### config.mk
export PLATFORM = sky130hd
export DESIGN_NAME = bmp24_to_framebuffer_blit
export DESIGN_NICKNAME = d
export VERILOG_FILES = /design/src/design/bmp2fb_pkg.sv /design/src/design/bmp2fb_front.sv /design/src/design/bmp2fb_queue.sv /design/src/design/bmp2fb_back.sv /design/src/design/bmp24_to_framebuffer_blit.sv
export SDC_FILE = /design/constraint.sdc
export NUM_CORES = 1
export LEC_CHECK = 0
export BUFFER_PORTS_ARGS = -buffer_cell sky130_fd_sc_hd__buf_2
export CORE_AREA = 2 2 230 209
export CTS_BUF_LIST = sky130_fd_sc_hd__clkbuf_2 sky130_fd_sc_hd__clkbuf_4 sky130_fd_sc_hd__clkbuf_8
export CTS_CLUSTER_SIZE = 30
export DETAILED_ROUTE_END_ITERATION = 8
export DIE_AREA = 0 0 232 211
export SLEW_MARGIN = 5
export SYNTH_ARGS = -nofsm -noshare
export SYNTH_HDL_FRONTEND = slang
export SYNTH_SLANG_ARGS = --single-unit
### constraint.sdc
create_clock -name clk -period 10.68 [get_ports clk]
set_clock_uncertainty 0.1 [all_clocks]
set_input_delay 0 -clock clk [delete_from_list [all_inputs] [get_ports clk]]
set_output_delay 0 -clock clk [all_outputs]
set_load 0.05 [all_outputs]
### src/design/bmp2fb_pkg.sv
// ----------------------------------------------------------------------------
// bmp2fb_pkg
// Shared types and constants for the 24-bit bmp to frame buffer blitter.
// ----------------------------------------------------------------------------
package bmp2fb_pkg;

  localparam int DEF_SCREEN_WIDTH  = 800;
  localparam int DEF_SCREEN_HEIGHT = 480;
  localparam int DEF_MAX_IMAGE_DIM = 2048;
  localparam int DEF_QUEUE_DEPTH   = 4;

  localparam int CFG_IDX_W  = 2;
  localparam int CFG_DATA_W = 12;
  localparam int POS_X_W    = 10;
  localparam int POS_Y_W    = 9;
  localparam int BYTE_W     = 8;
  localparam int PIXEL_W    = 24;
  localparam int FB_ADDR_W  = 19;

  // screen coordinates held in the queue, wide enough for the largest screen
  localparam int SCR_COORD_W = 12;

  localparam logic [CFG_DATA_W-1:0] RST_IMG_WIDTH  = CFG_DATA_W'(800);
  localparam logic [CFG_DATA_W-1:0] RST_IMG_HEIGHT = CFG_DATA_W'(480);

  typedef enum logic [CFG_IDX_W-1:0] {
    CFG_IMG_WIDTH  = 2'd0,
    CFG_IMG_HEIGHT = 2'd1,
    CFG_POS_X      = 2'd2,
    CFG_POS_Y      = 2'd3
  } cfg_idx_t;

  typedef enum logic [1:0] {
    PH_BLUE  = 2'd0,
    PH_GREEN = 2'd1,
    PH_RED   = 2'd2
  } phase_t;

  typedef struct packed {
    logic [SCR_COORD_W-1:0] col;
    logic [SCR_COORD_W-1:0] row;
    logic [PIXEL_W-1:0]     pixel;
  } fb_pixel_t;

  typedef struct packed {
    logic      push;
    fb_pixel_t pix;
  } q_wr_t;

  typedef struct packed {
    logic      valid;
    fb_pixel_t pix;
  } q_rd_t;

endpackage

### src/design/bmp2fb_front.sv
// ----------------------------------------------------------------------------
// bmp2fb_front
// Byte intake: configuration registers, byte phase, padding skip, column and
// row counters, on-screen test and queue push of finished pixels.
// ----------------------------------------------------------------------------
module bmp2fb_front
  import bmp2fb_pkg::*;
#(
  parameter int SCREEN_WIDTH  = DEF_SCREEN_WIDTH,
  parameter int SCREEN_HEIGHT = DEF_SCREEN_HEIGHT,
  parameter int MAX_IMAGE_DIM = DEF_MAX_IMAGE_DIM
) (
  input  logic                  clk,
  input  logic                  rst_n,
  input  logic                  cfg_wr_en,
  input  cfg_idx_t              cfg_index,
  input  logic [CFG_DATA_W-1:0] cfg_data,
  input  logic                  in_valid,
  output logic                  in_ready,
  input  logic [BYTE_W-1:0]     in_data_byte,
  input  logic                  q_full,
  output q_wr_t                 q_wr
);

  localparam int DIM_W   = $clog2(MAX_IMAGE_DIM);
  localparam int DIM1_W  = DIM_W + 1;
  localparam int CLAMP_W = CFG_DATA_W + 1;
  localparam int SUM_W   = (DIM1_W > 13 ? DIM1_W : 13) + 1;

  logic [CFG_DATA_W-1:0] img_width_r;
  logic [CFG_DATA_W-1:0] img_height_r;
  logic [POS_X_W-1:0]    pos_x_r;
  logic [POS_Y_W-1:0]    pos_y_r;

  phase_t                phase_r, phase_nxt;
  logic [15:0]           held_bg_r, held_bg_nxt;
  logic [DIM_W-1:0]      col_cnt_r, col_cnt_nxt;
  logic [DIM_W-1:0]      rfb_r, rfb_nxt;
  logic [1:0]            pad_r, pad_nxt;

  logic                  in_acc;
  logic                  is_red;
  logic [DIM1_W-1:0]     w_cl, h_cl;
  logic [DIM1_W-1:0]     col_inc, rfb_inc, row_off;
  logic [DIM_W-1:0]      row_adv;
  logic                  row_in;
  logic [SUM_W-1:0]      csum, rsum;
  logic                  on_screen;

  // configuration registers
  always_ff @(posedge clk) begin
    if (!rst_n) begin
      img_width_r  <= RST_IMG_WIDTH;
      img_height_r <= RST_IMG_HEIGHT;
      pos_x_r      <= '0;
      pos_y_r      <= '0;
    end else if (cfg_wr_en) begin
      unique case (cfg_index)
        CFG_IMG_WIDTH:  img_width_r  <= cfg_data;
        CFG_IMG_HEIGHT: img_height_r <= cfg_data;
        CFG_POS_X:      pos_x_r      <= cfg_data[POS_X_W-1:0];
        CFG_POS_Y:      pos_y_r      <= cfg_data[POS_Y_W-1:0];
        default: ;
      endcase
    end
  end

  // clamped dimensions
  always_comb begin
    if (img_width_r == '0) begin
      w_cl = DIM1_W'(1);
    end else if ({1'b0, img_width_r} > CLAMP_W'(MAX_IMAGE_DIM)) begin
      w_cl = DIM1_W'(MAX_IMAGE_DIM);
    end else begin
      w_cl = DIM1_W'(img_width_r);
    end
    if (img_height_r == '0) begin
      h_cl = DIM1_W'(1);
    end else if ({1'b0, img_height_r} > CLAMP_W'(MAX_IMAGE_DIM)) begin
      h_cl = DIM1_W'(MAX_IMAGE_DIM);
    end else begin
      h_cl = DIM1_W'(img_height_r);
    end
  end

  assign is_red   = (pad_r == '0) && (phase_r == PH_RED);
  assign in_ready = !(is_red && q_full);
  assign in_acc   = in_valid && in_ready;

  // byte phase next state
  always_comb begin
    phase_nxt = phase_r;
    if (in_acc && pad_r == '0) begin
      unique case (phase_r)
        PH_BLUE:  phase_nxt = PH_GREEN;
        PH_GREEN: phase_nxt = PH_RED;
        PH_RED:   phase_nxt = PH_BLUE;
        default:  phase_nxt = PH_BLUE;
      endcase
    end
  end

  // screen position of the pixel in flight
  always_comb begin
    col_inc   = {1'b0, col_cnt_r} + DIM1_W'(1);
    rfb_inc   = {1'b0, rfb_r} + DIM1_W'(1);
    row_adv   = (rfb_inc >= h_cl) ? '0 : rfb_inc[DIM_W-1:0];
    row_in    = {1'b0, rfb_r} < h_cl;
    row_off   = h_cl - DIM1_W'(1) - {1'b0, rfb_r};
    csum      = SUM_W'(pos_x_r) + SUM_W'(col_cnt_r);
    rsum      = SUM_W'(pos_y_r) + SUM_W'(row_off);
    on_screen = row_in && (csum < SUM_W'(SCREEN_WIDTH)) && (rsum < SUM_W'(SCREEN_HEIGHT));
  end

  always_comb begin
    q_wr.push      = in_acc && is_red && on_screen;
    q_wr.pix.col   = SCR_COORD_W'(csum);
    q_wr.pix.row   = SCR_COORD_W'(rsum);
    q_wr.pix.pixel = {in_data_byte, held_bg_r};
  end

  // counters and held bytes
  always_comb begin
    col_cnt_nxt = col_cnt_r;
    rfb_nxt     = rfb_r;
    pad_nxt     = pad_r;
    held_bg_nxt = held_bg_r;
    if (in_acc) begin
      priority if (pad_r != '0) begin
        pad_nxt = pad_r - 2'd1;
        if (pad_r == 2'd1) rfb_nxt = row_adv;
      end else begin
        unique case (phase_r)
          PH_BLUE:  held_bg_nxt = {8'h00, in_data_byte};
          PH_GREEN: held_bg_nxt = {in_data_byte, held_bg_r[7:0]};
          PH_RED: begin
            if (col_inc >= w_cl) begin
              col_cnt_nxt = '0;
              pad_nxt     = w_cl[1:0];
              if (w_cl[1:0] == 2'b00) rfb_nxt = row_adv;
            end else begin
              col_cnt_nxt = col_inc[DIM_W-1:0];
            end
          end
          default: ;
        endcase
      end
    end
  end

  always_ff @(posedge clk) begin
    if (!rst_n) begin
      phase_r   <= PH_BLUE;
      col_cnt_r <= '0;
      rfb_r     <= '0;
      pad_r     <= '0;
    end else begin
      phase_r   <= phase_nxt;
      col_cnt_r <= col_cnt_nxt;
      rfb_r     <= rfb_nxt;
      pad_r     <= pad_nxt;
    end
  end

  always_ff @(posedge clk) begin
    held_bg_r <= held_bg_nxt;
  end

endmodule

### src/design/bmp2fb_queue.sv
// ----------------------------------------------------------------------------
// bmp2fb_queue
// Short pixel queue between intake and address stage.
// ----------------------------------------------------------------------------
module bmp2fb_queue
  import bmp2fb_pkg::*;
#(
  parameter int DEPTH = DEF_QUEUE_DEPTH
) (
  input  logic  clk,
  input  logic  rst_n,
  input  q_wr_t q_wr,
  output logic  q_full,
  output q_rd_t q_rd,
  input  logic  q_pop
);

  localparam int PTR_W = (DEPTH > 1) ? $clog2(DEPTH) : 1;
  localparam int CNT_W = $clog2(DEPTH + 1);

  fb_pixel_t        mem [DEPTH];
  logic [PTR_W-1:0] wr_ptr_r, wr_ptr_nxt;
  logic [PTR_W-1:0] rd_ptr_r, rd_ptr_nxt;
  logic [CNT_W-1:0] cnt_r, cnt_nxt;

  assign q_full     = (cnt_r == CNT_W'(DEPTH));
  assign q_rd.valid = (cnt_r != '0);
  assign q_rd.pix   = mem[rd_ptr_r];

  always_comb begin
    wr_ptr_nxt = wr_ptr_r;
    rd_ptr_nxt = rd_ptr_r;
    cnt_nxt    = cnt_r;
    if (q_wr.push) begin
      wr_ptr_nxt = (wr_ptr_r == PTR_W'(DEPTH - 1)) ? '0 : wr_ptr_r + PTR_W'(1);
    end
    if (q_pop) begin
      rd_ptr_nxt = (rd_ptr_r == PTR_W'(DEPTH - 1)) ? '0 : rd_ptr_r + PTR_W'(1);
    end
    priority if (q_wr.push && !q_pop) begin
      cnt_nxt = cnt_r + CNT_W'(1);
    end else if (q_pop && !q_wr.push) begin
      cnt_nxt = cnt_r - CNT_W'(1);
    end else begin
      cnt_nxt = cnt_r;
    end
  end

  always_ff @(posedge clk) begin
    if (!rst_n) begin
      wr_ptr_r <= '0;
      rd_ptr_r <= '0;
      cnt_r    <= '0;
    end else begin
      wr_ptr_r <= wr_ptr_nxt;
      rd_ptr_r <= rd_ptr_nxt;
      cnt_r    <= cnt_nxt;
    end
  end

  always_ff @(posedge clk) begin
    if (q_wr.push) mem[wr_ptr_r] <= q_wr.pix;
  end

  a_no_overflow: assert property (@(posedge clk) disable iff (!rst_n)
    !(q_wr.push && q_full))
    else $error("pixel pushed into full queue");

  a_no_underflow: assert property (@(posedge clk) disable iff (!rst_n)
    !(q_pop && !q_rd.valid))
    else $error("pixel popped from empty queue");

  a_cnt_range: assert property (@(posedge clk) disable iff (!rst_n)
    cnt_r <= CNT_W'(DEPTH))
    else $error("queue count past depth");

  a_cnt_track: assert property (@(posedge clk) disable iff (!rst_n)
    (q_wr.push && !q_pop) |=> (cnt_r == $past(cnt_r) + CNT_W'(1)))
    else $error("queue count missed a push");

endmodule

### src/design/bmp2fb_back.sv
// ----------------------------------------------------------------------------
// bmp2fb_back
// Address stage: frame buffer word index from screen row and column, held in
// the output register until taken.
// ----------------------------------------------------------------------------
module bmp2fb_back
  import bmp2fb_pkg::*;
#(
  parameter int SCREEN_WIDTH = DEF_SCREEN_WIDTH
) (
  input  logic                 clk,
  input  logic                 rst_n,
  input  q_rd_t                q_rd,
  output logic                 q_pop,
  output logic                 out_valid,
  input  logic                 out_ready,
  output logic [FB_ADDR_W-1:0] out_fb_address,
  output logic [PIXEL_W-1:0]   out_pixel_word
);

  localparam int SW_W    = $clog2(SCREEN_WIDTH + 1);
  localparam int CALC_W  = SCR_COORD_W + SW_W + 1;
  localparam int PROD_W  = (CALC_W > FB_ADDR_W) ? CALC_W : FB_ADDR_W;

  logic                 out_valid_r, out_valid_nxt;
  logic [FB_ADDR_W-1:0] fb_address_r;
  logic [PIXEL_W-1:0]   pixel_word_r;
  logic [PROD_W-1:0]    addr_full;

  assign q_pop     = q_rd.valid && (!out_valid_r || out_ready);
  assign addr_full = PROD_W'(q_rd.pix.row) * PROD_W'(SCREEN_WIDTH) + PROD_W'(q_rd.pix.col);

  always_comb begin
    out_valid_nxt = out_valid_r;
    if (q_pop) begin
      out_valid_nxt = 1'b1;
    end else if (out_ready) begin
      out_valid_nxt = 1'b0;
    end
  end

  always_ff @(posedge clk) begin
    if (!rst_n) begin
      out_valid_r <= 1'b0;
    end else begin
      out_valid_r <= out_valid_nxt;
    end
  end

  always_ff @(posedge clk) begin
    if (q_pop) begin
      fb_address_r <= addr_full[FB_ADDR_W-1:0];
      pixel_word_r <= q_rd.pix.pixel;
    end
  end

  assign out_valid      = out_valid_r;
  assign out_fb_address = fb_address_r;
  assign out_pixel_word = pixel_word_r;

endmodule

### src/design/bmp24_to_framebuffer_blit.sv
// ----------------------------------------------------------------------------
// bmp24_to_framebuffer_blit
// 24-bit bottom-up bmp pixel bytes in, frame buffer writes out: bgr bytes
// packed to 0xRRGGBB, row padding skipped, rows flipped and placed at
// (pos_x, pos_y), off-screen pixels dropped.
//
//   channel  handshake              payload
//   in       in_valid / in_ready    in_data_byte
//   out      out_valid / out_ready  out_fb_address, out_pixel_word
//   cfg      cfg_wr_en              cfg_index, cfg_data
//
// one byte per cycle while in_ready; pixels pass the queue, then the output register
// in_ready drops only while a red byte waits on a full pixel queue
// the output register and the queue let the byte side run while out stalls
// reset is synchronous, active low, and needs a single cycle
// ----------------------------------------------------------------------------
module bmp24_to_framebuffer_blit
  import bmp2fb_pkg::*;
#(
  parameter int SCREEN_WIDTH  = DEF_SCREEN_WIDTH,
  parameter int SCREEN_HEIGHT = DEF_SCREEN_HEIGHT,
  parameter int MAX_IMAGE_DIM = DEF_MAX_IMAGE_DIM,
  parameter int QUEUE_DEPTH   = DEF_QUEUE_DEPTH
) (
  input  logic                  clk,
  input  logic                  rst_n,
  input  logic                  cfg_wr_en,
  input  logic [CFG_IDX_W-1:0]  cfg_index,
  input  logic [CFG_DATA_W-1:0] cfg_data,
  input  logic                  in_valid,
  output logic                  in_ready,
  input  logic [BYTE_W-1:0]     in_data_byte,
  output logic                  out_valid,
  input  logic                  out_ready,
  output logic [FB_ADDR_W-1:0]  out_fb_address,
  output logic [PIXEL_W-1:0]    out_pixel_word
);

  q_wr_t q_wr;
  q_rd_t q_rd;
  logic  q_full;
  logic  q_pop;

  bmp2fb_front #(
    .SCREEN_WIDTH  (SCREEN_WIDTH),
    .SCREEN_HEIGHT (SCREEN_HEIGHT),
    .MAX_IMAGE_DIM (MAX_IMAGE_DIM)
  ) u_front (
    .clk          (clk),
    .rst_n        (rst_n),
    .cfg_wr_en    (cfg_wr_en),
    .cfg_index    (cfg_idx_t'(cfg_index)),
    .cfg_data     (cfg_data),
    .in_valid     (in_valid),
    .in_ready     (in_ready),
    .in_data_byte (in_data_byte),
    .q_full       (q_full),
    .q_wr         (q_wr)
  );

  bmp2fb_queue #(
    .DEPTH (QUEUE_DEPTH)
  ) u_queue (
    .clk    (clk),
    .rst_n  (rst_n),
    .q_wr   (q_wr),
    .q_full (q_full),
    .q_rd   (q_rd),
    .q_pop  (q_pop)
  );

  bmp2fb_back #(
    .SCREEN_WIDTH (SCREEN_WIDTH)
  ) u_back (
    .clk            (clk),
    .rst_n          (rst_n),
    .q_rd           (q_rd),
    .q_pop          (q_pop),
    .out_valid      (out_valid),
    .out_ready      (out_ready),
    .out_fb_address (out_fb_address),
    .out_pixel_word (out_pixel_word)
  );

endmodule

# [Word-level counts from Yosys, hierarchy flattened]
# Memory sizes are Yosys's and may differ from the RTL's. A register that Yosys moved wholly into a read port is not among the register bits.
# Index checks and enable logic that the tools add are counted.
[totals] memories=1 mem_bits_rw=192 ff_bits=136 out_inout_bits=45
[op_classes] n_reduce_logical=39 n_mul=1 addsub=12 eq_ne=10 bitwise_logic=2 order_cmp=7 n_mux=26
[mem_list] name="u_queue.mem" words=4 width=48 read_ports=1 rd_ports_with_merged_regs=1 write_ports=1 line_no="bmp2fb_queue.sv:21" text="fb_pixel_t mem [DEPTH];"
[op_table] operator="2-to-1 mux 11 bit" n=7
[op_table] operator="2-to-1 mux 12 bit" n=4
[op_table] operator="case mux 16 bit (2 select lines)" n=1
[op_table] operator="adder 11 x 1 -> 12 bit, second input constant" n=2
[op_table] operator=">= comparator 12 bit" n=2
[op_table] operator="greater-than comparator 12 bit, second input constant" n=2
[op_table] operator="zero test 12 bit" n=2
[op_table] operator="adder 19 x 12 -> 19 bit" n=1
[op_table] operator="less-than comparator 14 x 10 -> 1 bit, second input constant" n=1
[op_table] operator="less-than comparator 14 x 9 -> 1 bit, second input constant" n=1
[op_table] operator="multiplier 12 x 5 -> 14 bit, second input constant" n=1
[op_table] operator="2-to-1 mux 2 bit" n=7
[op_table] operator="nonzero test 2 bit" n=7
[op_table] operator="adder 9 x 12 -> 13 bit" n=1
[op_table] operator="adder 10 x 11 -> 12 bit" n=1
[op_table] operator="less-than comparator 11 x 12 -> 1 bit" n=1
[op_table] operator="subtractor 12 x 1 -> 12 bit, second input constant" n=1
[op_table] operator="subtractor 12 x 11 -> 12 bit" n=1
[op_table] operator="logical AND 1 bit" n=11
[op_table] operator="equality test 2 bit, second input constant" n=5
[op_table] operator="AND reduction 3 bit" n=3
[op_table] operator="zero test 2 bit" n=4
[op_table] operator="AND reduction 2 bit" n=4
[op_table] operator="equality test 2 x 1 -> 1 bit, second input constant" n=3
[op_table] operator="other kinds (15)" n=24

# [Depth between registers and ports, before layout]
[logic_depth] word_depth=13 mapped_depth=26 mapped_depth_nobuf=26

# [By module]
# Synthesis repeated with hierarchy kept, for this count alone.
[hier_totals] cells_unflattened=1250 area_unflattened_um2=16191.8
[modules_own_cells] mod="bmp2fb_queue" cells_per_inst=294 instances=1 area_per_inst_um2=7377.1 seq_area_each_um2=5945.7
[modules_own_cells] mod="bmp2fb_front" cells_per_inst=747 instances=1 area_per_inst_um2=6127.1 seq_area_each_um2=1861.8
[modules_own_cells] mod="bmp2fb_back" cells_per_inst=209 instances=1 area_per_inst_um2=2687.6 seq_area_each_um2=1311.3

# [Worst setup path after synthesis]
# No wires, ideal clock.
[synth_timing] kind="flip-flop to flip-flop" startpoint="reg u_front.img_height_r[7]" endpoint="mem u_queue.mem[0][0] (netlist bit) (enable)" setup_slack_ns=1.964 stages_incl_launch_ff=20 arrival_ns=8.043 setup_ns=0.573 cell_sequence="dfxtp_1 > nor4_1 > a31oi_1 > nor2_1 > ha_1 > inv_1 > fa_1 > nor2b_1 > o2111a_1 > or2_1 > o21ai_0 > nand2b_1 > a21oi_1 > xnor2_1 > ha_1 > nand2_1 > o31ai_1 > xor2_1 > nand4b_1 > nor4_1"
[synth_rtl] element="start, declared" line_no="bmp2fb_front.sv:31" text="logic [CFG_DATA_W-1:0] img_height_r;"
[synth_rtl] element="start signal, assigned" line_no="bmp2fb_front.sv:60" text="CFG_IMG_HEIGHT: img_height_r <= cfg_data;"
[synth_rtl] element="end, declared" line_no="bmp2fb_queue.sv:21"

==> results <==
- The run finished with clean final reports.
- The CTS clock-pin slew for the worst setup and hold paths is 0.06 ns.
- The maximum clock frequency is 0.172 GHz.
- The portion of synthesized area spent on multiplexers is 7.12%.
- The area of the core region is 46500 µm².
- Once detail routing completed, the nets flagged for antenna violations numbered 0.
- The floorplan die width is 232 µm.
- The classification of the worst setup path is register to register.
- The number of nets in the layout is 1556.
- The repair_antennas step left the layout with diodes totalling 0.
- The most critical setup path has its endpoint at u_queue.cnt_r[2].
- The count of endpoints failing hold in the final timing report is 0.
- The final critical-path required period is 5.82 ns.
- The simple logic cell fraction of the synthesized area is 10.4%.
- The data arrival at the endpoint of the critical path is 6.23 ns.
- The cell total after placement is 1928.
- Using the TritonRoute via totals, the vias-per-cell ratio works out to 4.91.
- Ranked by total cell area, the synthesized netlist is headed by sky130_fd_sc_hd__edfxtp_1, sky130_fd_sc_hd__dfxtp_1, sky130_fd_sc_hd__ha_1, sky130_fd_sc_hd__mux4_2, sky130_fd_sc_hd__nand2_1.
- The post-place instance area is 17300 µm².
- Across all layers, the routed design uses 10100 vias.
- The final setup TNS is 0 ns.
- The pin slew with the least headroom to its limit is 1.25 ns.
- The cell with the most instances on the worst path is sky130_fd_sc_hd__ha_1.
- The number of violations of the max-capacitance limit is 0.
- The number of cells on the worst reg-to-reg path is 25.
- The power density over the cells is 266 nW/µm².
- The die boundary height is 211 µm.
- The synthesized netlist occupies a cell area of 16200 µm².
- The relative slew slack is 16.6%.
- The number of distinct library cells after synthesis is 71.
- Hold is met by 0.0722 ns.
- The overall die area is 49000 µm².
- The number of antenna violations at the first check in global routing is 0.
- After floorplanning, the core was divided into 75 placement rows.
- In this run the critical register-to-register path is launched from u_front.img_height_r[7].
- STA puts the critical path data required time at 11.09 ns.
- The post-synthesis compound-gate area fraction is 9.42%.
- The congestion estimate from routability-driven global placement came to 0.809.
- The first-pass GRT wire length is 54100 µm.
- Setup repair after global routing left no endpoint under its margin.
- After the first detailed-routing iteration, the DRC count stood at 546.
- The detailed-route DRC error count is 0.
- Setup violations remaining at the end of the flow were counted as 0.
- The fraction of synthesized cell area taken by the top area cell type is 46.6%.
- The worst-case IR drop observed on VDD is 0.229 mV.
- The share of the Yosys chip area taken by registers is 56.4%.
- The maximum number of pins on one net before global-route repair is 98.
- The clock tree from TritonCTS is yes.
- Averaged over all synthesized cells, the footprint is 12.7 µm².
- Fill cells in the final layout number 4349.
- The number of hold buffers added after CTS was 38.
- The I/O pin total is 72.
- The async set-or-reset flop fraction in the synthesized netlist is 0%.
- Across every metal layer, demand over resource in global routing totals 14.0%.
- After detailed routing, the average wire length per cell comes to 16.6 µm.
- Summing the areas of all fa, ha and maj instances in the mapped netlist gives 10.2% of the synthesized area.
- The reg-to-reg endpoint is u_queue.cnt_r[2].
- The leakage power summed over all cells is 7.02 nW.
- In the final layout, the multi-input gates occupy 6600 µm².
- The post-layout total power is 5.00 mW.
- In this run the most critical hold path is launched from in_data_byte[5].
- The most instantiated flip-flop cell in the synthesis netlist is sky130_fd_sc_hd__edfxtp_1.
- The number of synthesized register bits is 330.
- In this run, CTS created clock tree buffers numbering 53.
- The maximum single-stage delay on the critical path is 0.41 ns.
- The number of levels the H-tree was split into is 2.
- The share of the clock period used by the worst path is 54.5%.
- When the netlist entered floorplanning its net count stood at 1420.
- The min-delay analysis places its worst path in the category primary input to register.
- The detailed placer's ending HPWL is 22400 µm.
- The number of global-route vias before repair is 10200.
- The effective utilization at floorplan is 34.8%.
- The element type at the critical path end is a register.
- The xor/xnor share of the synthesized area is 3.49%.
- The critical path starts at u_front.img_height_r[7].
- The detailed-routing iteration count for the pre-antenna-repair pass is 5.
- The clock insertion delay at the later pin of the skew report is 0.61 ns.
- Counting every sink on the clock net gives 330.
- The buffer type at the clock tree root is sky130_fd_sc_hd__clkbuf_8.
- The register area is 9120 µm².
- Post-CTS repair changed the size of 0 cells.
- The minimum setup slack among reg-to-reg paths is 4.86 ns.
- The Yosys warning count is 0.
- The number of pins exceeding their max-slew limit in the final report is 0.
- The combinational family with the most area after synthesis is simple AND/OR/NAND/NOR gates.
- The routed wire length is 34200 µm.
- The cell type of the slowest stage on the worst timing path is sky130_fd_sc_hd__fa_1.
- By count the netlist is led by sky130_fd_sc_hd__edfxtp_1, sky130_fd_sc_hd__nand2_1, sky130_fd_sc_hd__ha_1.
- Post-CTS timing repair inserted 0 buffers for setup.
- The biggest area contributor in the post-synthesis netlist is sky130_fd_sc_hd__edfxtp_1.
- The synthesis-to-finish area growth is 16.3%.
- The maximum clock path buffer count is 3.
- The most frequent cell after synthesis is sky130_fd_sc_hd__edfxtp_1.
- The quantity of I/O buffers inserted on ports is 71.
- STA classifies the critical path startpoint as a register.
- The final non-filler cell total is 2061.
- The maximum fanout encountered on the critical timing path is 6.
- The post-route cell area is 18800 µm².
- The number of instances in the synthesized netlist is 1269.
- The number of flops mapped to enable cells by yosys is 251.
- The total overflow left after global routing is 0.
- The post-route netlist has 16.7% of its cells at a drive strength greater than 1.
## layout make-up
| type | count | area share, % |
|---|---|---|
| Sequential cell | 330 | 48.5 |
| Multi-Input combinational cell | 812 | 35.1 |
| Clock buffer | 73 | 4.75 |
| Timing Repair Buffer | 119 | 4.31 |
| Tap cell | 616 | 4.10 |
| Inverter | 89 | 1.78 |
| Clock inverter | 22 | 1.42 |
## registers in the layout, summed over array words and instances (netlist names), 10 cells and up, named ones only
register / cells
u_front.pos_x_r: 10
u_back.out_pixel_word: 24
u_front.rfb_r: 11
u_front.held_bg_r: 16
u_front.img_height_r: 12
u_queue.mem: 192
u_front.img_width_r: 12
u_back.out_fb_address: 19
u_front.col_cnt_r: 11
## logic make-up after synthesis
kind of cell	Yosys count
compound gates	215
xor+xnor	62
mux	55
flops	330
fa+ha+maj	124
simple gates	356
buf+inv	127
## layout by cell type, fill, tap and decap left out, types with 16 or more instances in the layout
cell type                       instances
sky130_fd_sc_hd__dlygate4sd3_1         38
sky130_fd_sc_hd__nand2_1              157
sky130_fd_sc_hd__a21boi_0              41
sky130_fd_sc_hd__o21ai_0               22
sky130_fd_sc_hd__a21o_1                16
sky130_fd_sc_hd__a21oi_1               36
sky130_fd_sc_hd__clkbuf_8              55
sky130_fd_sc_hd__nor2_1                47
sky130_fd_sc_hd__buf_2                 71
sky130_fd_sc_hd__xnor2_1               44
sky130_fd_sc_hd__nor2b_1               21
sky130_fd_sc_hd__clkbuf_4              18
sky130_fd_sc_hd__and3_1                20
sky130_fd_sc_hd__dfxtp_1               77
sky130_fd_sc_hd__xor2_1                16
sky130_fd_sc_hd__mux4_2                48
sky130_fd_sc_hd__nand3_1               36
sky130_fd_sc_hd__ha_1                 112
sky130_fd_sc_hd__inv_1                 88
sky130_fd_sc_hd__o21ai_1               17
sky130_fd_sc_hd__edfxtp_1             251
## worst max-delay path, delay by kind of cell (launching register included)
kind / cells / cell delay [ns]
xor gates and xnor gates: 3 / 0.54
and+or+nand+nor: 9 / 1.99
adders and majority gates: 5 / 1.66
DFF: 1 / 0.32
buffers and inverters: 2 / 0.13
AOI/OAI and AO/OA: 6 / 0.97
## metrics by stage
step | utilization, % | setup slack [ns]
3_5_place_dp | 37.2 | 4.91
4_1_cts | 40.5 | 4.84
2_1_floorplan | - | 1.96
5_1_grt | 40.5 | 4.38
6_report | 40.5 | 4.86
3_3_place_gp | 37.2 | 5.03
## report_power, final
part	internal (mW)	leakage, nW	switching (mW)
clock network	0.669	0.603	0.508
logic	0.850	3.46	1.27
registers	1.64	2.96	0.0662
total	3.16	7.02	1.84
## routing by layer
metal  track usage [%]  part of all wire [%]  vias up
li1                  -                     -     4956
met1              19.5                    48     4894
met2              22.3                    45      217
met3              2.43                   4.5       54
met4              4.47                   2.4        0
met5                 0                     0        -
## worst min path at each step
stage                     cells past startpoint            endpoint  slack, ns
after global placement                        1  u_queue.mem[0][18]       0.15
after global routing                          2  u_queue.mem[1][21]       0.08
after CTS                                     2  u_queue.mem[3][21]       0.04
after detailed placement                      1  u_queue.mem[3][21]       0.15
after floorplan                               0  u_queue.mem[0][16]     -0.001
final                                         2  u_queue.mem[3][21]       0.07
Power figures use the tool's default switching activity.
